<file path="src/hdl/sfa_pkg.sv">
// sfa_pkg: widths, register indexes, sequencer states and saturation helpers
// shared by the separation force accumulator and its arithmetic units
// depends on nothing
package sfa_pkg;

  // field and register widths
  localparam int POS_W     = 24;
  localparam int FRAC_BITS = 12;
  localparam int REG_W     = 23;
  localparam int DELTA_W   = POS_W + 1;
  localparam int ACC_W     = 32;
  localparam int CFG_IDX_W = 2;

  // shared multiplier
  localparam int MUL_W  = 32;
  localparam int PROD_W = 2 * MUL_W;

  // square root unit
  localparam int ROOT_W = 32;
  localparam int RAD_W  = 2 * ROOT_W;

  // divider: factor numerator is gain*(s-d) shifted by the fraction bits
  localparam int DIV_NUM_W = 2 * REG_W + FRAC_BITS;
  localparam int DIV_DEN_W = 2 * REG_W;

  // per-axis step: |delta| times the factor, factor split in two halves
  localparam int FAC_HALF = (DIV_NUM_W + 1) / 2;
  localparam int STEP_W   = REG_W + DIV_NUM_W;
  localparam int CAP_BITS = 40;
  localparam int SUM_W    = CAP_BITS + 3;

  // register reset values: 2.0, 1.0 and 4.0
  localparam logic [REG_W-1:0] SEP_DIST_RST  = REG_W'(2) << FRAC_BITS;
  localparam logic [REG_W-1:0] SEP_GAIN_RST  = REG_W'(1) << FRAC_BITS;
  localparam logic [REG_W-1:0] SPEED_LIM_RST = REG_W'(4) << FRAC_BITS;

  typedef enum logic [CFG_IDX_W-1:0] {
    CFG_SEP_DIST  = 2'd0,
    CFG_SEP_GAIN  = 2'd1,
    CFG_SPEED_LIM = 2'd2
  } cfg_idx_t;

  typedef enum logic [4:0] {
    ST_IDLE,
    ST_CHECK,
    ST_SQ_Y,
    ST_SQ_Z,
    ST_SQ_R,
    ST_RAD_CMP,
    ST_ROOT,
    ST_GAIN,
    ST_SPAN,
    ST_FDIV,
    ST_FWAIT,
    ST_STEP_LO,
    ST_STEP_HI,
    ST_STEP_ADD,
    ST_CLOSE,
    ST_NRM_Y,
    ST_NRM_Z,
    ST_NRM_L,
    ST_NRM_CMP,
    ST_LEN,
    ST_SC_MUL,
    ST_SC_DIV,
    ST_SC_WAIT,
    ST_EMIT
  } state_t;

  // start and finish strobes of an iterative unit
  typedef struct packed {
    logic start;
  } unit_req_t;

  typedef struct packed {
    logic busy;
    logic done;
  } unit_rsp_t;

  // saturate an accumulator value to a result field
  function automatic logic signed [POS_W-1:0] sat_pos(input logic signed [ACC_W-1:0] v);
    logic [ACC_W-POS_W:0] top;
    logic signed [POS_W-1:0] res;
    top = v[ACC_W-1:POS_W-1];
    if ((top == '0) || (top == '1)) begin
      res = v[POS_W-1:0];
    end else if (v[ACC_W-1]) begin
      res = {1'b1, {(POS_W-1){1'b0}}};
    end else begin
      res = {1'b0, {(POS_W-1){1'b1}}};
    end
    return res;
  endfunction

  // saturate a wide sum to the accumulator width
  function automatic logic signed [ACC_W-1:0] sat_acc(input logic signed [SUM_W-1:0] v);
    logic [SUM_W-ACC_W:0] top;
    logic signed [ACC_W-1:0] res;
    top = v[SUM_W-1:ACC_W-1];
    if ((top == '0) || (top == '1)) begin
      res = v[ACC_W-1:0];
    end else if (v[SUM_W-1]) begin
      res = {1'b1, {(ACC_W-1){1'b0}}};
    end else begin
      res = {1'b0, {(ACC_W-1){1'b1}}};
    end
    return res;
  endfunction

endpackage

</file>
<file path="src/hdl/sfa_mul.sv">
// sfa_mul: shared unsigned multiplier with registered product
// depends on sfa_pkg
module sfa_mul
  import sfa_pkg::*;
(
  input  logic              clk,
  input  logic [MUL_W-1:0]  op_a,
  input  logic [MUL_W-1:0]  op_b,
  output logic [PROD_W-1:0] prod_r
);

  // product lands in the cycle after the operands
  always_ff @(posedge clk) begin
    prod_r <= op_a * op_b;
  end

endmodule

</file>
<file path="config.mk">
export PLATFORM = sky130hd
export DESIGN_NAME = sfa_mul
export DESIGN_NICKNAME = d
export VERILOG_FILES = /design/src/hdl/sfa_pkg.sv /design/src/hdl/sfa_mul.sv
export SDC_FILE = /design/constraint.sdc
export NUM_CORES = 2
export LEC_CHECK = 0
export BUFFER_PORTS_ARGS = -buffer_cell sky130_fd_sc_hd__buf_2
export CORE_MARGIN = 2
export CORE_UTILIZATION = 35
export CTS_CLUSTER_SIZE = 14
export DETAILED_ROUTE_END_ITERATION = 6
export PLACE_DENSITY_LB_ADDON = 0.1
export SLEW_MARGIN = 20
export SYNTH_ARGS = -nofsm -noshare
export SYNTH_HDL_FRONTEND = slang
export SYNTH_SLANG_ARGS = --single-unit
</file>
<file path="constraint.sdc">
create_clock -name clk -period 9.6 [get_ports clk]
set_clock_uncertainty 0.15 [all_clocks]
set_input_delay 0.96 -clock clk [delete_from_list [all_inputs] [get_ports clk]]
set_output_delay 0.96 -clock clk [all_outputs]
set_load 0.01 [all_outputs]
</file>
==> flow_metrics.tcl <==
set metrics [dict create \
    hold_start "op_b[0]" \
    reg_top3 "prod_r: 64 flops" \
    fmax_ghz 0.1156 \
    path_cells "buf_2 -> buf_4 -> nand2_1 -> fa_1 -> fa_1 -> fa_1 -> fa_1 -> inv_1 -> fa_1 -> fa_1 -> fa_1 -> inv_1 -> fa_1 -> inv_1 -> ha_1 -> nand4_1 -> or4_1 -> or3_1 -> a31oi_1 -> buf_4 -> a31o_2 -> a211oi_1 -> o21ai_1 -> xor2_1" \
    drt_first_pass_iters 5 \
    crit_slowest_cell "buf_2" \
    die_w_um 318.8 \
    h-tree-depth 3 \
    cp.required_ns 9.73 \
    overflow 0 \
    crit_fanout 26 \
    cts_tree "built" \
    endpoint_kind "flip-flop" \
    io_pins 129 \
    fin_cells 5013 \
    fp.dieH_um 318.8 \
    crit_type "in2reg" \
    async_flop_share_pct 0 \
    max_stage_delay_ns 0.60 \
    clk_path_buf_depth 2 \
    hp-class "in2reg" \
    syn_nets 4972 \
    yosysTopAreaCellShare_pct 51.73 \
    largest-register "prod_r" \
    io_buffers 128 \
    ys_types 57 \
    avgSynthCellArea_um2 9.252 \
    dp_cells 4993 \
    cp_top_family "adder cells" \
    grt_pass1_wl_um 164900 \
    nNetsFinal 4941 \
    worstPathBufferInverterCount 6 \
    synthTopCellsByArea "fa_1, and2_1, ha_1, inv_1, nand2_1" \
    grt_pass1_vias 27111 \
    cts_root_buf "clkbuf_16" \
    crit_arrival_ns 8.78 \
    crit_start "op_b[12]" \
    worstSetupStartpointType "primary input" \
    vias 24107 \
    fin_tns_setup_ns 0 \
    yosysTopAreaCell "fa_1" \
    crit_path_frequent_cell "fa_1" \
    netlist_instances 3748 \
    routedWlPerCell_um 20.98 \
    postCtsHoldBufs 0 \
    hold_viol 0 \
    syn_to_final_growth_pct 6.177 \
    period_needed_ns 8.648 \
    gp_congestion 0.8117 \
    drc 0 \
    antenna_found_initial 6 \
    path_clk_slew_ns 0.06 \
    cp.depth 24 \
    ys_seq_elements 64 \
    yosysWarnings 0 \
    max-cap-violations 0 \
    core-area_mm2 0.09828 \
    post_cts_buffers 0 \
    ant_nets 0 \
    grt_start_max_net_pins 33 \
    place_hpwl_um 86970 \
    rsz0062_at_grt "false" \
    tightest_slew_ns 0.8851 \
    status "finished clean" \
    relSlewSlack_pct 41.00 \
    yosysSeqAreaShare_pct 3.695 \
    die_area_mm2 0.1016 \
    cts_sinks 64 \
    syn-cell-area_mm2 0.03468 \
    synth_edf_count 0 \
    largest_reg_flops 64 \
    rows 115 \
    min_period_over_period_pct 90.08 \
    finalSetupViolations 0 \
    start_util_pct 35.28 \
    drive_above_1_share_pct 5.618 \
    drv_slew 0 \
    grt_usage_pct 21.55 \
    cts_resized 0 \
    cp-endpoint "prod_r[62]" \
    drt_iter0_markers 1021 \
    viasPerCell 4.809 \
    numCtsBuffers 9 \
    wl_um 105200 \
    synthFlopType "dfxtp_1" \
]
==> worst min path at each step <==
stage,end,depth (start not counted)
after detailed placement,prod_r[0],1
after floorplan,prod_r[0],1
final,prod_r[0],2
after global routing,prod_r[0],2
after global placement,prod_r[61],1
after CTS,prod_r[0],2
==> cell families (layout without fill, tap and decap cells) <==
kind of cell	count (synthesis)	in the layout	share of synthesized area, %
AND/OR/NAND/NOR	1177	1177	17.62
adder cells (fa/ha/maj)	1159	1159	61.22
buffers and inverters	1085	1057	11.77
AO/OA/AOI/OAI	202	202	4.153
flip-flops	64	64	3.695
XOR/XNOR	60	60	1.515
multiplexers	1	1	0.02887
other	0	6	0
==> cells in the mapped netlist, types with 4 or more instances <==
cell	number
and3_1	14
fa_1	896
dfxtp_1	64
nand2_1	480
o21a_1	9
nand4_1	23
clkbuf_1	213
a21o_1	40
buf_2	6
ha_1	263
nand3_1	10
xor2_1	25
nor3_1	7
a221o_1	4
and2_1	602
o21ai_1	5
a21oi_1	63
o21ai_0	21
xnor2_1	35
a31oi_1	12
o21bai_1	10
inv_1	865
nor2_1	20
==> stage by stage <==
stage	hold WS [ns]	util [%]	cell area, um2	setup slack (ns)
final	1.110	37.46	36820	0.9521
after global routing	1.110	37.45	36800	0.6758
after CTS	1.104	37.45	36800	1.008
after detailed placement	1.203	37.13	36490	0.6361
after global placement	1.205	37.13	36490	0.6791
after floorplan	0.9373	-	34680	1.737
==> layout make-up <==
| cell class | instances | area, um2 |
|---|---|---|
| antenna | 6 | 15.01 |
| clock buffer | 9 | 225.2 |
| clock inverter | 5 | 83.83 |
| fill | 10137 | 61460 |
| inverter | 865 | 3247 |
| multi-input combinational | 2599 | 29310 |
| sequential | 64 | 1281 |
| tap | 1287 | 1610 |
| timing repair buffer | 178 | 1041 |
==> cell usage in the layout, fill, tap and decap left out, types with 7 or more instances in the layout <==
cell       count
fa_1         896
inv_1        865
and2_1       602
nand2_1      480
ha_1         263
buf_2        128
dfxtp_1       64
a21oi_1       63
buf_4         48
a21o_1        40
xnor2_1       35
xor2_1        25
nand4_1       23
o21ai_0       21
nor2_1        20
and3_1        14
a31oi_1       12
o21bai_1      10
nand3_1       10
o21a_1         9
clkbuf_16      9
nor3_1         7
==> routing by layer <==
metal	GRT usage, %	vias up	routed length, um
met5	0	-	25
met3	1.969	134	2584
met4	7.025	4	4074
li1	-	10774	-
met2	39.44	379	55960
met1	26.58	12816	42550
Power is left out: the tool's default activity adds up to more than one toggle a clock period on the data nets, which glitch-free logic cannot reach.
