**src/hdl/sfa_pkg.sv**
```systemverilog
// sfa_pkg: widths, register indexes, sequencer states and saturation helpers
// shared by the separation force accumulator and its arithmetic units
// depends on nothing
package sfa_pkg;

  // field and register widths
  localparam int POS_W     = 24;
  localparam int FRAC_BITS = 12;
  localparam int REG_W     = 23;
  localparam int DELTA_W   = POS_W + 1;
  localparam int ACC_W     = 32;
  localparam int CFG_IDX_W = 2;

  // shared multiplier
  localparam int MUL_W  = 32;
  localparam int PROD_W = 2 * MUL_W;

  // square root unit
  localparam int ROOT_W = 32;
  localparam int RAD_W  = 2 * ROOT_W;

  // divider: factor numerator is gain*(s-d) shifted by the fraction bits
  localparam int DIV_NUM_W = 2 * REG_W + FRAC_BITS;
  localparam int DIV_DEN_W = 2 * REG_W;

  // per-axis step: |delta| times the factor, factor split in two halves
  localparam int FAC_HALF = (DIV_NUM_W + 1) / 2;
  localparam int STEP_W   = REG_W + DIV_NUM_W;
  localparam int CAP_BITS = 40;
  localparam int SUM_W    = CAP_BITS + 3;

  // register reset values: 2.0, 1.0 and 4.0
  localparam logic [REG_W-1:0] SEP_DIST_RST  = REG_W'(2) << FRAC_BITS;
  localparam logic [REG_W-1:0] SEP_GAIN_RST  = REG_W'(1) << FRAC_BITS;
  localparam logic [REG_W-1:0] SPEED_LIM_RST = REG_W'(4) << FRAC_BITS;

  typedef enum logic [CFG_IDX_W-1:0] {
    CFG_SEP_DIST  = 2'd0,
    CFG_SEP_GAIN  = 2'd1,
    CFG_SPEED_LIM = 2'd2
  } cfg_idx_t;

  typedef enum logic [4:0] {
    ST_IDLE,
    ST_CHECK,
    ST_SQ_Y,
    ST_SQ_Z,
    ST_SQ_R,
    ST_RAD_CMP,
    ST_ROOT,
    ST_GAIN,
    ST_SPAN,
    ST_FDIV,
    ST_FWAIT,
    ST_STEP_LO,
    ST_STEP_HI,
    ST_STEP_ADD,
    ST_CLOSE,
    ST_NRM_Y,
    ST_NRM_Z,
    ST_NRM_L,
    ST_NRM_CMP,
    ST_LEN,
    ST_SC_MUL,
    ST_SC_DIV,
    ST_SC_WAIT,
    ST_EMIT
  } state_t;

  // start and finish strobes of an iterative unit
  typedef struct packed {
    logic start;
  } unit_req_t;

  typedef struct packed {
    logic busy;
    logic done;
  } unit_rsp_t;

  // saturate an accumulator value to a result field
  function automatic logic signed [POS_W-1:0] sat_pos(input logic signed [ACC_W-1:0] v);
    logic [ACC_W-POS_W:0] top;
    logic signed [POS_W-1:0] res;
    top = v[ACC_W-1:POS_W-1];
    if ((top == '0) || (top == '1)) begin
      res = v[POS_W-1:0];
    end else if (v[ACC_W-1]) begin
      res = {1'b1, {(POS_W-1){1'b0}}};
    end else begin
      res = {1'b0, {(POS_W-1){1'b1}}};
    end
    return res;
  endfunction

  // saturate a wide sum to the accumulator width
  function automatic logic signed [ACC_W-1:0] sat_acc(input logic signed [SUM_W-1:0] v);
    logic [SUM_W-ACC_W:0] top;
    logic signed [ACC_W-1:0] res;
    top = v[SUM_W-1:ACC_W-1];
    if ((top == '0) || (top == '1)) begin
      res = v[ACC_W-1:0];
    end else if (v[SUM_W-1]) begin
      res = {1'b1, {(ACC_W-1){1'b0}}};
    end else begin
      res = {1'b0, {(ACC_W-1){1'b1}}};
    end
    return res;
  endfunction

endpackage

```
**src/hdl/sfa_div.sv**
```systemverilog
// sfa_div: restoring unsigned divider, one quotient bit per cycle
// depends on sfa_pkg
module sfa_div
  import sfa_pkg::*;
(
  input  logic                 clk,
  input  logic                 rst_n,
  input  unit_req_t            req,
  input  logic [DIV_NUM_W-1:0] num,
  input  logic [DIV_DEN_W-1:0] den,
  output unit_rsp_t            rsp,
  output logic [DIV_NUM_W-1:0] quo_r
);

  localparam int CNT_W = $clog2(DIV_NUM_W + 1);

  logic [DIV_DEN_W-1:0] den_r;
  logic [DIV_DEN_W-1:0] rem_r;
  logic [CNT_W-1:0]     cnt_r;
  logic                 busy_r;
  logic                 done_r;
  logic [DIV_DEN_W:0]   rem_sh;
  logic [DIV_DEN_W:0]   diff;
  logic                 ge;

  // shift in the next numerator bit and trial subtract
  always_comb begin
    rem_sh = {rem_r, quo_r[DIV_NUM_W-1]};
    ge     = (rem_sh >= {1'b0, den_r});
    diff   = rem_sh - {1'b0, den_r};
  end

  // control
  always_ff @(posedge clk) begin
    if (!rst_n) begin
      busy_r <= 1'b0;
      done_r <= 1'b0;
      cnt_r  <= '0;
    end else begin
      done_r <= 1'b0;
      if (req.start) begin
        busy_r <= 1'b1;
        cnt_r  <= CNT_W'(DIV_NUM_W);
      end else if (busy_r) begin
        cnt_r <= cnt_r - 1'b1;
        if (cnt_r == CNT_W'(1)) begin
          busy_r <= 1'b0;
          done_r <= 1'b1;
        end
      end
    end
  end

  // numerator shifts out as quotient shifts in
  always_ff @(posedge clk) begin
    if (req.start) begin
      den_r <= den;
      rem_r <= '0;
      quo_r <= num;
    end else if (busy_r) begin
      rem_r <= ge ? diff[DIV_DEN_W-1:0] : rem_sh[DIV_DEN_W-1:0];
      quo_r <= {quo_r[DIV_NUM_W-2:0], ge};
    end
  end

  assign rsp.busy = busy_r;
  assign rsp.done = done_r;

endmodule

```
**config.mk**
```make
export PLATFORM = sky130hd
export DESIGN_NAME = sfa_div
export DESIGN_NICKNAME = d
export VERILOG_FILES = /design/src/hdl/sfa_pkg.sv /design/src/hdl/sfa_div.sv
export SDC_FILE = /design/constraint.sdc
export NUM_CORES = 1
export LEC_CHECK = 0
export BUFFER_PORTS_ARGS = -buffer_cell sky130_fd_sc_hd__buf_4
export CORE_MARGIN = 1
export CORE_UTILIZATION = 50
export DETAILED_ROUTE_END_ITERATION = 8
export PLACE_DENSITY = 0.73
export SYNTH_ARGS = -nofsm -noshare
export SYNTH_HDL_FRONTEND = slang
export SYNTH_SLANG_ARGS = --single-unit
```
**constraint.sdc**
```tcl
create_clock -name clk -period 6 [get_ports clk]
set_clock_uncertainty 0.05 [all_clocks]
set_input_delay 1.2 -clock clk [delete_from_list [all_inputs] [get_ports clk]]
set_output_delay 1.2 -clock clk [all_outputs]
set_load 0.01 [all_outputs]
```
==> flow_metrics.py <==
metrics = {
    "clock_tree": {
        "cts-root-buf": "clkbuf_16",
        "clockBufferDepth": 2,
        "cts_hold_buf": 0,
        "clk_pin_slew_ps": 60,
        "cts_made_buffers": 17,
        "cts_tree": "done",
        "post_cts_buffers": 0,
        "cts_resized": 0,
        "htreeDepth": 4,
        "insertion_delay_ps": 430,
        "clkSinkCount": 158,
    },
    "yosys": {
        "ys_async_sr_fraction_pct": 0,
        "synth_warnings": 0,
        "synth_ff_type": "edfxtp_1",
        "synth_top_area_share_pct": 34.43,
        "yosys-top-cells-area": "edfxtp_1 34%, dfxtp_1 12%, mux2_2 7.1%",
        "synth.distinct_cells": 68,
        "ys_ff_latch": 158,
        "syn_area_sq_um": 9071,
        "netlist_instances": 878,
        "synth_fp_nets": 1034,
        "avgSynthCellArea_sq_um": 10.33,
        "synth.largest_area_cell": "edfxtp_1",
        "synth_edf_count": 104,
        "seq_area_frac_synth_pct": 46.34,
    },
    "sta": {
        "slew_violations": 0,
        "slew_headroom_pct": 37.66,
        "rsz0062_at_grt": "no",
        "fmax_mhz": 265.9,
        "min_period_ps": 3760,
        "finalCritPeriodShare_pct": 62.67,
        "worst_pin_slew_ps": 935.1,
        "setup_ws_ps": 2240,
        "hold_viol_final": 0,
        "finalSetupViolations": 0,
        "final.setup.tns_ps": 0,
    },
    "worst_setup_path": {
        "crit_type": "flop to flop",
        "crit_fanout": 42,
        "crit_arrival_ps": 3980,
        "r2r_cells": 12,
        "r2r_start": "den_r[16]$_DFFE_PP_",
        "required_ps": 6220,
        "worstSetupEndpointType": "flop",
        "startpoint_type": "flop",
        "rrSetupSlack_ps": 2240,
        "rr_endpoint": "rem_r[3]$_SDFFE_PP0P_",
    },
    "final_layout": {
        "layout-drive-gt1-share_pct": 26.26,
        "final_net_count": 1171,
        "final_cell_area_sq_um": 10990,
        "final_cells": 1253,
        "antenna_cells": 0,
        "fillers": 1435,
        "area_growth_pct": 21.10,
    },
    "hold_path": {
        "holdPathEnd": "rem_r[29]$_SDFFE_PP0P_",
        "hold_path_class": "flop to flop",
        "worstHoldStart": "rem_r[29]$_SDFFE_PP0P_",
        "holdPathStages": 2,
    },
    "detailed_routing": {
        "detail-route-antenna-nets": 0,
        "wire_per_inst_microns": 16.98,
        "drt-total-wl_microns": 21270,
        "drt_pass1_iterations": 8,
        "drc_errors": 0,
        "vias_per_cell": 5.597,
        "drtIter0Drc": 547,
        "num_vias": 7013,
    },
    "placed_design": {
        "dp.cells": 1221,
        "dp_hpwl_microns": 15090,
        "place_area_sq_um": 10400,
        "port_buffers": 166,
        "dpl_worst_slack_ps": 2247,
        "place.gp.congestion": 0.9352,
    },
    "die": {
        "rows": 48,
        "die_area_sq_um": 18690,
        "io_pins": 167,
        "start_util_pct": 51.90,
        "fp.dieW_microns": 136.7,
        "core_sq_um": 17480,
        "die_h_microns": 136.7,
    },
    "power_and_ir_drop": {
        "p_leak_nw": 4.858,
        "power_mw": 2.988,
        "vdd_drop_max_mv": 0.2642,
        "powerDensity_nw_per_um2": 272.0,
    },
    "grt": {
        "antenna_found_initial": 0,
        "track_usage_pct": 23.69,
        "grt_pass1_wl_microns": 34400,
        "first_global_vias": 6905,
        "grt_overflow": 0,
        "grt_max_degree": 71,
    },
    "run": {
        "maxCapViolCount": 0,
    },
    "run_status": {
        "status": "finished, final reports clean",
    },
}
[stage by stage]
stage / utilization [%] / hold slack, ps
CTS: 62.86 / 439.9
global placement: 59.51 / 419.7
finish: 62.86 / 431.8
floorplan: - / 400.1
detailed placement: 59.51 / 432.2
global route: 62.86 / 466.7
[how the worst max path moves through the flow]
stage	start	to	slack, ps	cells after the start
2_1_floorplan	req	quo_r[0]$_DFFE_PP_	2620	4
3_5_place_dp	den_r[16]$_DFFE_PP_	rem_r[15]$_SDFFE_PP0P_	2250	12
5_1_grt	den_r[16]$_DFFE_PP_	rem_r[6]$_SDFFE_PP0P_	1920	12
4_1_cts	den_r[16]$_DFFE_PP_	rem_r[3]$_SDFFE_PP0P_	2240	12
3_3_place_gp	den_r[16]$_DFFE_PP_	rem_r[4]$_SDFFE_PP0P_	2360	12
6_report	den_r[16]$_DFFE_PP_	rem_r[3]$_SDFFE_PP0P_	2240	12
[synthesized netlist by cell type (all sizes together), types with 2 or more instances]
cell    number
a311oi       4
xnor2       23
o21a         7
a211o        3
a32oi       10
nor2        75
buf         16
nor3        11
a22oi        2
clkbuf      38
nand4b       3
ha          48
mux2i       32
o21bai       9
nor4         2
o31ai        8
or3          3
mux2        57
nand2       61
o311ai       2
o21ai       32
nand2b       7
a31oi       11
nor2b        5
inv         61
a31o         3
o211ai       5
and3         4
a211oi      28
edfxtp     104
nand4       11
dfxtp       54
a2111o       2
a21o        23
nand3       20
xor2        19
or2          2
and2         5
a21oi       47
o221ai       2
a21boi       2
[worst max-delay path, cell delays in order, from the launching register on]
cell and delay (ps):
edfxtp_1 320, inv_1 40, ha_1 410, a21o_1 260
a31oi_1 210, o21a_1 170, o21a_1 160, a21oi_4 80
a31oi_1 280, o31a_2 830, buf_4 460, mux2i_1 240
a211oi_1 90
[layer usage]
layer | part of all wire [%] | vias up | global-route usage (%)
met1 | 44 | 3295 | 29.87
met4 | 0.91 | 0 | 6.049
li1 | - | 3500 | -
met5 | 0 | - | 0
met2 | 48 | 203 | 39.20
met3 | 6.3 | 15 | 7.407
[sequential cells by signal, indices dropped and copies added, names as in the netlist]
signal,cells
busy_r,1
cnt_r,6
den_r,46
done_r,1
quo_r,58
rem_r,46
[power by group]
group          total, mW  switching [mW]  internal (mW)
clock network       1.10           0.476          0.619
registers           1.31          0.0482           1.26
logic              0.583           0.312          0.271
total               2.99           0.836           2.15
[logic make-up (layout without fill, tap and decap cells)]
family          after synthesis  in the layout  share of synthesized area (%)
compound gates              210            210                          16.04
xor+xnor                     42             42                          4.055
fa+ha+maj                    49             49                          6.841
buf+inv                     115            265                          5.241
flops                       158            158                          46.34
mux                          89             89                          10.61
simple gates                215            215                          10.87
[placed cells by master (no fill, tap or decap), types with 10 or more instances in the layout]
master	instances
clkbuf_16	17
buf_4	172
xor2_1	19
edfxtp_1	104
mux2i_1	32
inv_1	60
a21o_1	23
a31oi_1	11
nor2_1	75
a32oi_1	10
a211oi_1	27
nor3_1	11
a21oi_1	46
dfxtp_1	53
xnor2_1	23
nand2_1	61
ha_1	48
mux2_2	57
nand4_1	11
o21ai_0	30
nand3_1	20
[cell type report]
type                            count  area [sq um]  area share [%]
Multi-Input combinational cell    605          4393           39.99
Sequential cell                   158          4205           38.28
Tap cell                          225         281.5           2.563
Inverter                           61         229.0           2.084
Clock inverter                     15         160.2           1.458
Clock buffer                       17         425.4           3.872
Timing Repair Buffer              172          1291           11.75
No activity file was read; power rests on OpenSTA's default activity.
