$ cat config.mk
export PLATFORM = sky130hd
export DESIGN_NAME = sfa_sqrt
export DESIGN_NICKNAME = d
export VERILOG_FILES = /design/src/hdl/sfa_pkg.sv /design/src/hdl/sfa_sqrt.sv
export SDC_FILE = /design/constraint.sdc
export NUM_CORES = 1
export LEC_CHECK = 0
export BUFFER_PORTS_ARGS = -buffer_cell sky130_fd_sc_hd__buf_2
export CORE_ASPECT_RATIO = 0.6
export CORE_MARGIN = 5
export CORE_UTILIZATION = 31
export CTS_CLUSTER_DIAMETER = 30
export DETAILED_ROUTE_END_ITERATION = 10
export GPL_TIMING_DRIVEN = 0
export MAX_ROUTING_LAYER = met4
export PLACE_DENSITY = 0.57
export SLEW_MARGIN = 10
export SYNTH_ARGS = -nofsm -noshare
export SYNTH_HDL_FRONTEND = slang
export SYNTH_SLANG_ARGS = --single-unit
$ cat constraint.sdc
create_clock -name clk -period 6.1 [get_ports clk]
set_clock_uncertainty 0.1 [all_clocks]
set_input_delay 1.22 -clock clk [delete_from_list [all_inputs] [get_ports clk]]
set_output_delay 1.22 -clock clk [all_outputs]
set_load 0.02 [all_outputs]
$ cat src/hdl/sfa_pkg.sv
// sfa_pkg: widths, register indexes, sequencer states and saturation helpers
// shared by the separation force accumulator and its arithmetic units
// depends on nothing
package sfa_pkg;

  // field and register widths
  localparam int POS_W     = 24;
  localparam int FRAC_BITS = 12;
  localparam int REG_W     = 23;
  localparam int DELTA_W   = POS_W + 1;
  localparam int ACC_W     = 32;
  localparam int CFG_IDX_W = 2;

  // shared multiplier
  localparam int MUL_W  = 32;
  localparam int PROD_W = 2 * MUL_W;

  // square root unit
  localparam int ROOT_W = 32;
  localparam int RAD_W  = 2 * ROOT_W;

  // divider: factor numerator is gain*(s-d) shifted by the fraction bits
  localparam int DIV_NUM_W = 2 * REG_W + FRAC_BITS;
  localparam int DIV_DEN_W = 2 * REG_W;

  // per-axis step: |delta| times the factor, factor split in two halves
  localparam int FAC_HALF = (DIV_NUM_W + 1) / 2;
  localparam int STEP_W   = REG_W + DIV_NUM_W;
  localparam int CAP_BITS = 40;
  localparam int SUM_W    = CAP_BITS + 3;

  // register reset values: 2.0, 1.0 and 4.0
  localparam logic [REG_W-1:0] SEP_DIST_RST  = REG_W'(2) << FRAC_BITS;
  localparam logic [REG_W-1:0] SEP_GAIN_RST  = REG_W'(1) << FRAC_BITS;
  localparam logic [REG_W-1:0] SPEED_LIM_RST = REG_W'(4) << FRAC_BITS;

  typedef enum logic [CFG_IDX_W-1:0] {
    CFG_SEP_DIST  = 2'd0,
    CFG_SEP_GAIN  = 2'd1,
    CFG_SPEED_LIM = 2'd2
  } cfg_idx_t;

  typedef enum logic [4:0] {
    ST_IDLE,
    ST_CHECK,
    ST_SQ_Y,
    ST_SQ_Z,
    ST_SQ_R,
    ST_RAD_CMP,
    ST_ROOT,
    ST_GAIN,
    ST_SPAN,
    ST_FDIV,
    ST_FWAIT,
    ST_STEP_LO,
    ST_STEP_HI,
    ST_STEP_ADD,
    ST_CLOSE,
    ST_NRM_Y,
    ST_NRM_Z,
    ST_NRM_L,
    ST_NRM_CMP,
    ST_LEN,
    ST_SC_MUL,
    ST_SC_DIV,
    ST_SC_WAIT,
    ST_EMIT
  } state_t;

  // start and finish strobes of an iterative unit
  typedef struct packed {
    logic start;
  } unit_req_t;

  typedef struct packed {
    logic busy;
    logic done;
  } unit_rsp_t;

  // saturate an accumulator value to a result field
  function automatic logic signed [POS_W-1:0] sat_pos(input logic signed [ACC_W-1:0] v);
    logic [ACC_W-POS_W:0] top;
    logic signed [POS_W-1:0] res;
    top = v[ACC_W-1:POS_W-1];
    if ((top == '0) || (top == '1)) begin
      res = v[POS_W-1:0];
    end else if (v[ACC_W-1]) begin
      res = {1'b1, {(POS_W-1){1'b0}}};
    end else begin
      res = {1'b0, {(POS_W-1){1'b1}}};
    end
    return res;
  endfunction

  // saturate a wide sum to the accumulator width
  function automatic logic signed [ACC_W-1:0] sat_acc(input logic signed [SUM_W-1:0] v);
    logic [SUM_W-ACC_W:0] top;
    logic signed [ACC_W-1:0] res;
    top = v[SUM_W-1:ACC_W-1];
    if ((top == '0) || (top == '1)) begin
      res = v[ACC_W-1:0];
    end else if (v[SUM_W-1]) begin
      res = {1'b1, {(ACC_W-1){1'b0}}};
    end else begin
      res = {1'b0, {(ACC_W-1){1'b1}}};
    end
    return res;
  endfunction

endpackage

$ cat src/hdl/sfa_sqrt.sv
// sfa_sqrt: digit-by-digit integer square root, one result bit per cycle
// depends on sfa_pkg
module sfa_sqrt
  import sfa_pkg::*;
(
  input  logic              clk,
  input  logic              rst_n,
  input  unit_req_t         req,
  input  logic [RAD_W-1:0]  radicand,
  output unit_rsp_t         rsp,
  output logic [ROOT_W-1:0] root_r
);

  localparam int CNT_W = $clog2(ROOT_W + 1);

  logic [RAD_W-1:0]    rad_r;
  logic [ROOT_W+1:0]   rem_r;
  logic [CNT_W-1:0]    cnt_r;
  logic                busy_r;
  logic                done_r;
  logic [ROOT_W+3:0]   rem_sh;
  logic [ROOT_W+3:0]   trial;
  logic [ROOT_W+3:0]   diff;
  logic                ge;
  logic [ROOT_W+1:0]   rem_nxt;
  logic [ROOT_W-1:0]   root_nxt;

  // trial subtract of the next digit pair
  always_comb begin
    rem_sh   = {rem_r, rad_r[RAD_W-1 -: 2]};
    trial    = {2'b00, root_r, 2'b01};
    ge       = (rem_sh >= trial);
    diff     = rem_sh - trial;
    rem_nxt  = ge ? diff[ROOT_W+1:0] : rem_sh[ROOT_W+1:0];
    root_nxt = {root_r[ROOT_W-2:0], ge};
  end

  // control
  always_ff @(posedge clk) begin
    if (!rst_n) begin
      busy_r <= 1'b0;
      done_r <= 1'b0;
      cnt_r  <= '0;
    end else begin
      done_r <= 1'b0;
      if (req.start) begin
        busy_r <= 1'b1;
        cnt_r  <= CNT_W'(ROOT_W);
      end else if (busy_r) begin
        cnt_r <= cnt_r - 1'b1;
        if (cnt_r == CNT_W'(1)) begin
          busy_r <= 1'b0;
          done_r <= 1'b1;
        end
      end
    end
  end

  // datapath
  always_ff @(posedge clk) begin
    if (req.start) begin
      rad_r  <= radicand;
      rem_r  <= '0;
      root_r <= '0;
    end else if (busy_r) begin
      rad_r  <= rad_r << 2;
      rem_r  <= rem_nxt;
      root_r <= root_nxt;
    end
  end

  assign rsp.busy = busy_r;
  assign rsp.done = done_r;

endmodule

==> flow_metrics.env, run 1 <==
export IMPL_status="finished clean"
export IMPL_synthFlopType="dfxtp_1"
export IMPL_setup_viol=0
export IMPL_clkPwrFrac_pct=24.0
export IMPL_seq_power_share_pct=28.8
export IMPL_die_area_um2=27900
export IMPL_hold_viol=0
export IMPL_clk_latency_ns=0.43
export IMPL_ys_warnings_count=0
export IMPL_timing_final_ws_setup_ns=2.64
export IMPL_whs_ns=0.393
export IMPL_min_to="cnt_r[0]"
export IMPL_finalSetupTns_ns=0
export IMPL_path_cells="inv_1 > ha_1 > clkbuf_1 > nand4_1 > nor4_1 > a31o_1 > a21oi_2 > o21ai_4 > inv_2 > nand2_4 > buf_6 > nand2_1 > a311oi_1"
export IMPL_combPwrFrac_pct=47.2
export IMPL_core_um2=24200
export IMPL_buffer_ports_inserted=99
export IMPL_max_cap_violations=0
export IMPL_grt_pass1_vias=5906
export IMPL_syn_area_per_cell_um2=10.1
export IMPL_ctsResizeCount=0
export IMPL_cts_tree="built"
export IMPL_worstSetupPathType="register to register"
export IMPL_yosysSeqAreaShare_pct=44.6
export IMPL_grt_ovfl_total=0
export IMPL_routedWlPerCell_um=17.3
export IMPL_wl_um=21000
export IMPL_cp_start_kind="register"
export IMPL_p_int_mw=2.41
export IMPL_ys_async_sr_fraction_pct=0
export IMPL_met2_usage_pct=18.7
export IMPL_min_from="cnt_r[0]"
export IMPL_cp_slowest_cell="nor4_1"
export IMPL_grt_max_degree=65
export IMPL_cellPowerDensity_nw_per_um2=447
export IMPL_start_util_pct=31.5
export IMPL_dr_pass1_iters=5
export IMPL_netlist_instances=758
export IMPL_netSwitchingPower_mw=1.65
export IMPL_placedCellCount=1179
export IMPL_post_route_min_period_ns=3.46
export IMPL_rr_endpoint="rem_r[19]"
export IMPL_timing_fmax_mhz=289
export IMPL_cp_max_fo=10
export IMPL_holdPathStages=2
export IMPL_grt_total_usage_pct=15.6
export IMPL_detail_route_antenna_nets=0
export IMPL_syn_nets=861
export IMPL_cts_sinks=138
export IMPL_tightest_slew_ns=0.953
export IMPL_gp_congestion=0.934
export IMPL_antenna_found_initial=0
export IMPL_rows=44
export IMPL_clockRootBuffer="clkbuf_16"
export IMPL_r2r_cells=13
export IMPL_remaining_drc_errors=0
export IMPL_relSlewSlack_pct=36.5
export IMPL_grt_busiest_layer="met1"
export IMPL_slew_viol_final=0
export IMPL_total_power_mw=4.05
export IMPL_num_vias=6057
export IMPL_final_cells=1211
export IMPL_layout_drive_gt1_share_pct=25.1
export IMPL_required_ns=6.32
export IMPL_grtUsageMet1_pct=25.0
export IMPL_grt_first_pass_wirelength_um=33200
export IMPL_drt_iter0_drc=473
export IMPL_postCtsHoldBufs=0
export IMPL_critical_path_max_stage_delay_ns=0.51
export IMPL_post_drt_via_cell_ratio=5.00
export IMPL_critPathLaunch="root_r[28]"
export IMPL_n_fill_cell=2493
export IMPL_regToRegSetupSlack_ns=2.64
export IMPL_io_pins=101
export IMPL_cts_path_max_buffers=2
export IMPL_rsz0062_at_grt="false"
export IMPL_synth_edff_count=64
export IMPL_final_nets=979
export IMPL_die_w_um=212
export IMPL_diodes=0
export IMPL_synth_cell_type_count=71
export IMPL_dp_hpwl_um=15600
export IMPL_netlist_area_um2=7620
export IMPL_fin_crit_sh_pct=56.7
export IMPL_use_met3_pct=4.29
export IMPL_cts_max_level=4
export IMPL_peakVddDrop_mv=0.206
export IMPL_fp_dieH_um=131
export IMPL_hold_class="register to register"
export IMPL_switching_share_pct=40.6
export IMPL_cpLargestDelayFamily="simple AND/OR/NAND/NOR gates"
export IMPL_power_leakage_nw=3.61
export IMPL_endpoint_kind="register"
export IMPL_r2r_start="root_r[28]"
export IMPL_critPathArrivalTime_ns=3.68
export IMPL_preCtsSetupSlack_ns=2.37
export IMPL_clk_pin_slew_ns=0.06
export IMPL_cp_num_buf_inv=4
export IMPL_ys_ff_latch=138
export IMPL_post_cts_setup_buffers=0
export IMPL_tritoncts_num_buffers=17
export IMPL_syn_to_final_growth_pct=19.0
[synth_stat cells (4+ instances only)]
cell type / instances / share of area (%)
nor3_1: 10 / 0.66
or3_1: 4 / 0.33
xnor2_1: 16 / 1.8
a211oi_1: 5 / 0.49
a311oi_1: 19 / 2.2
nand2b_1: 5 / 0.41
buf_4: 5 / 0.49
inv_1: 47 / 2.3
mux2i_1: 31 / 4.1
mux2_2: 62 / 9.2
nor2b_1: 6 / 0.49
o211ai_1: 6 / 0.59
o21a_1: 9 / 0.89
ha_1: 36 / 5.9
o21ai_0: 19 / 1.2
a31oi_1: 6 / 0.49
nand4_1: 9 / 0.74
buf_1: 4 / 0.20
o21bai_1: 4 / 0.39
clkbuf_1: 30 / 1.5
a21o_1: 7 / 0.69
dfxtp_1: 74 / 19
edfxtp_1: 64 / 25
nand2_1: 76 / 3.7
nand3_1: 7 / 0.46
xor2_1: 16 / 1.8
nor2_1: 80 / 3.9
a21oi_1: 44 / 2.9
[worst max-delay path by stage]
| stage | depth (start not counted) | end | slack (ns) |
|---|---|---|---|
| 2_1_floorplan | 4 | rad_r[0] | 2.53 |
| 3_3_place_gp | 4 | rad_r[2] | 1.31 |
| 3_5_place_dp | 5 | root_r[4] | 2.37 |
| 4_1_cts | 13 | rem_r[19] | 2.72 |
| 5_1_grt | 13 | rem_r[19] | 2.37 |
| 6_report | 13 | rem_r[19] | 2.64 |
[per-stage QoR]
step | area (um2) | util [%]
2_1_floorplan | 7620 | -
3_3_place_gp | 8520 | 35.3
3_5_place_dp | 8520 | 35.3
4_1_cts | 9070 | 37.5
5_1_grt | 9070 | 37.5
6_report | 9070 | 37.5
[logic make-up after synthesis]
kind of cell               share of synthesized area [%]
buffers and inverters                               5.04
and+or+nand+nor                                     12.3
adders and majority gates                           5.91
AOI/OAI and AO/OA                                   15.2
DFF                                                 44.6
xor gates and xnor gates                            3.68
muxes                                               13.2
[sequential cells by signal (all words and copies together) (netlist names)]
name    flops
root_r     32
busy_r      1
done_r      1
cnt_r       6
rad_r      64
rem_r      34
[layer usage]
layer | vias to the layer above | routed length [um]
met2 | 168 | 7690
li1 | 2958 | -
met3 | 21 | 1470
met5 | - | 0
met4 | 0 | 242
met1 | 2910 | 11600
[power groups by stage]
stage               logic, mW  clock network (mW)  registers [mW]
floorplan                1.42                   0            1.16
global placement         1.85                   0            1.18
detailed placement       1.86                   0            1.18
CTS                      1.87               0.995            1.17
global route             2.09                1.04            1.18
finish                   1.91               0.971            1.17
[area by class of cell]
cell class	instances	area [um2]	share of cell area, %
multi-input cells	529	3840	42.3
flip-flops and latches	138	3400	37.5
clock buffers	24	500	5.52
repair buffers	99	495	5.46
well taps	322	403	4.44
plain buffers	43	204	2.25
inverters	48	183	2.01
clock inverters	8	45.0	0.497
[tightest hold or removal path, stage by stage, from the launching register on]
cell	delay, ns
dfxtp_1	0.32
nand2_1	0.07
a21oi_1	0.06
[layout by cell type, fill, tap and decap left out, types with 5 or more instances in the layout]
master,count
buf_2,100
nor2_1,80
nand2_1,76
dfxtp_1,74
edfxtp_1,64
mux2_2,62
inv_1,46
a21oi_1,44
ha_1,36
clkbuf_1,32
mux2i_1,31
o21ai_0,19
a311oi_1,19
clkbuf_16,18
xor2_1,16
xnor2_1,16
nor3_1,10
nand4_1,9
o21a_1,9
nand3_1,7
a21o_1,7
nor2b_1,6
o211ai_1,6
a31oi_1,6
clkinv_2,6
buf_4,5
nand2b_1,5
a211oi_1,5
(Power assumes the default switching activity.)
==> run 2: changes to the inputs <==
--- a/config.mk
+++ b/config.mk
@@ -5,6 +5,7 @@
 export SDC_FILE = /design/constraint.sdc
 export NUM_CORES = 1
 export LEC_CHECK = 0
+export ABC_AREA = 1
 export BUFFER_PORTS_ARGS = -buffer_cell sky130_fd_sc_hd__buf_2
 export CORE_ASPECT_RATIO = 0.6
 export CORE_MARGIN = 5
==> constraint.sdc (replaced) <==
create_clock -name clk -period 3.49 [get_ports clk]
set_clock_uncertainty 0.1 [all_clocks]
set_input_delay 0.698 -clock clk [delete_from_list [all_inputs] [get_ports clk]]
set_output_delay 0.698 -clock clk [all_outputs]
set_load 0.02 [all_outputs]
==> run 2 against run 1 <==
  * Cell count increased by 43%
  * Highest routed layer unchanged
  * Critical path type unchanged
  * Non-clock buffer count increased by 4
  * Synthesized area increased by 11%
  * Flip-flop and latch count unchanged
==> flow_metrics.env, run 2 <==
export IMPL_critPathArrivalTime_ns=3.05
export IMPL_path_cells="inv_1 > ha_1 > nand2_1 > nor2_1 > inv_1 > nor2_1 > nand4_1 > nand3_1 > nand2_1 > nand2_1 > nand3_1 > nand3_1 > nand2_1 > inv_1"
export IMPL_cp_num_buf_inv=3
export IMPL_post_drt_via_cell_ratio=4.72
export IMPL_cp_max_fo=5
export IMPL_ys_ff_latch=138
export IMPL_cp_slowest_cell="ha_1"
export IMPL_synth_cell_type_count=38
export IMPL_netlist_instances=1236
export IMPL_netlist_area_um2=8500
export IMPL_ys_warnings_count=0
export IMPL_grt_max_degree=53
export IMPL_cts_max_level=4
export IMPL_fin_crit_sh_pct=79.3
export IMPL_final_cells=1730
export IMPL_setup_viol=0
export IMPL_min_from="cnt_r[5]"
export IMPL_critPathLaunch="root_r[16]"
export IMPL_syn_nets=1339
export IMPL_start_util_pct=31.8
export IMPL_slew_viol_final=0
export IMPL_hold_class="register to register"
export IMPL_detail_route_antenna_nets=0
export IMPL_endpoint_kind="register"
export IMPL_syn_to_final_growth_pct=18.2
export IMPL_r2r_start="root_r[16]"
export IMPL_die_w_um=224
export IMPL_top_regs="rad_r: 64 flops, rem_r: 34 flops, root_r: 32 flops"
export IMPL_clk_latency_ns=0.44
export IMPL_rows=46
export IMPL_core_um2=26700
export IMPL_routedWlPerCell_um=16.1
export IMPL_post_cts_setup_buffers=0
export IMPL_clk_pin_slew_ns=0.06
export IMPL_largest_reg_flops=64
export IMPL_layout_drive_gt1_share_pct=12.4
export IMPL_drt_iter0_drc=813
export IMPL_yosysSeqAreaShare_pct=40.0
export IMPL_grt_ovfl_total=0
export IMPL_top_register="rad_r"
export IMPL_clockRootBuffer="clkbuf_16"
export IMPL_dp_hpwl_um=22500
export IMPL_gp_congestion=0.979
export IMPL_cts_tree="built"
export IMPL_worstSetupPathType="register to register"
export IMPL_grt_first_pass_wirelength_um=43900
export IMPL_tritoncts_num_buffers=17
export IMPL_wl_um=27900
export IMPL_grt_total_usage_pct=18.7
export IMPL_syn_area_per_cell_um2=6.88
export IMPL_postCtsHoldBufs=0
export IMPL_grt_pass1_vias=7759
export IMPL_cp_start_kind="register"
export IMPL_max_cap_violations=0
export IMPL_synthTopCellsByCount="nand2_1, inv_1, nor2_1, dfxtp_1, edfxtp_1"
export IMPL_final_common_cell="nand2_1"
export IMPL_whs_ns=0.379
export IMPL_cts_sinks=138
export IMPL_yosys_area_top_type="edfxtp_1"
export IMPL_rsz0062_at_grt="false"
export IMPL_antenna_found_initial=1
export IMPL_tightest_slew_ns=0.937
export IMPL_post_route_min_period_ns=2.77
export IMPL_die_area_um2=30900
export IMPL_synth_edff_count=64
export IMPL_yosysMostFrequentCell="nand2_1"
export IMPL_buffer_ports_inserted=100
export IMPL_cts_path_max_buffers=2
export IMPL_synthFlopType="dfxtp_1"
export IMPL_final_core_util_pct=37.6
export IMPL_final_nets=1459
export IMPL_io_pins=101
export IMPL_dr_pass1_iters=5
export IMPL_critical_path_max_stage_delay_ns=0.48
export IMPL_required_ns=3.77
export IMPL_timing_fmax_mhz=361
export IMPL_mostFrequentLayoutCells="nand2_1, inv_1, buf_2"
export IMPL_synth_top_cell_area_share_pct=22.6
export IMPL_placedCellCount=1697
export IMPL_relSlewSlack_pct=37.5
export IMPL_ys_async_sr_fraction_pct=0
export IMPL_synth_area_top_cells="edfxtp_1, nand2_1, dfxtp_1"
export IMPL_num_vias=8168
export IMPL_status="finished clean"
export IMPL_remaining_drc_errors=0
export IMPL_cpLargestDelayFamily="simple AND/OR/NAND/NOR gates"
export IMPL_ctsResizeCount=0
export IMPL_n_fill_cell=2892
export IMPL_crit_top_cell="nand2_1"
export IMPL_hold_viol=0
export IMPL_fp_dieH_um=138
-- run 2: cell types whose count changed after synthesis, moves of 28 or more --
cell     previous run  this run
inv_1              47       187
o22ai_1             3        31
nand2_1            76       501
nand4_1             9        43
mux2_2             62         0
mux2i_1            31         0
nand3_1             7        62
-- run 2: kinds of logic (layout without fill, tap and decap cells) --
logic type	count (synthesis)	count (layout)	synth area share [%]
compound gates	81	81	5.53
xor+xnor	16	16	1.65
fa+ha+maj	36	36	5.30
buf+inv	234	367	10.9
flops	138	138	40.0
other cells	0	1	0
simple gates	731	731	36.6
-- run 2: worst reg2reg max path, delay by kind of cell, from the launching register on --
family                   cells  cell delay, ns
AND/OR/NAND/NOR             10            1.58
adder cells (fa/ha/maj)      1            0.48
flip-flops                   1            0.32
buffers and inverters        3            0.24
-- run 2: worst paths after layout --
path | endpoint | slack (ns) | cells past startpoint
hold / removal | cnt_r[5] | 0.38 | 2
setup / recovery | rem_r[19] | 0.72 | 14
hold reg to reg | cnt_r[5] | 0.38 | 2
setup reg to reg | rem_r[19] | 0.72 | 14
-- run 2: cell type report --
type / count / area (um2) / area share, %
clock inverters: 7 / 67.6 / 0.672
clock buffers: 25 / 495 / 4.93
diodes: 1 / 2.50 / 0.0249
plain buffers: 45 / 219 / 2.18
multi-input cells: 864 / 4170 / 41.5
well taps: 360 / 450 / 4.48
repair buffers: 101 / 528 / 5.26
inverters: 189 / 709 / 7.06
flip-flops and latches: 138 / 3400 / 33.9
-- run 2: layer usage --
metal  wire [um]  GRT usage [%]
met2        9700           22.6
met5           0              -
met1       15500           30.4
met3        2560           5.03
met4         123           2.80
-- run 2: metrics by stage --
stage / TNS, ns / cell area, um2 / setup WS, ns
after global routing: 0 / 10000 / 0.445
after CTS: 0 / 10000 / 0.776
after floorplan: 0 / 8500 / 0.138
after global placement: -84.34 / 9450 / -1.17
final: 0 / 10000 / 0.721
after detailed placement: 0 / 9480 / 0.801
Power of run 2 is left out: the tool's default activity adds up to more than one toggle a clock period on the data nets, which glitch-free logic cannot reach.
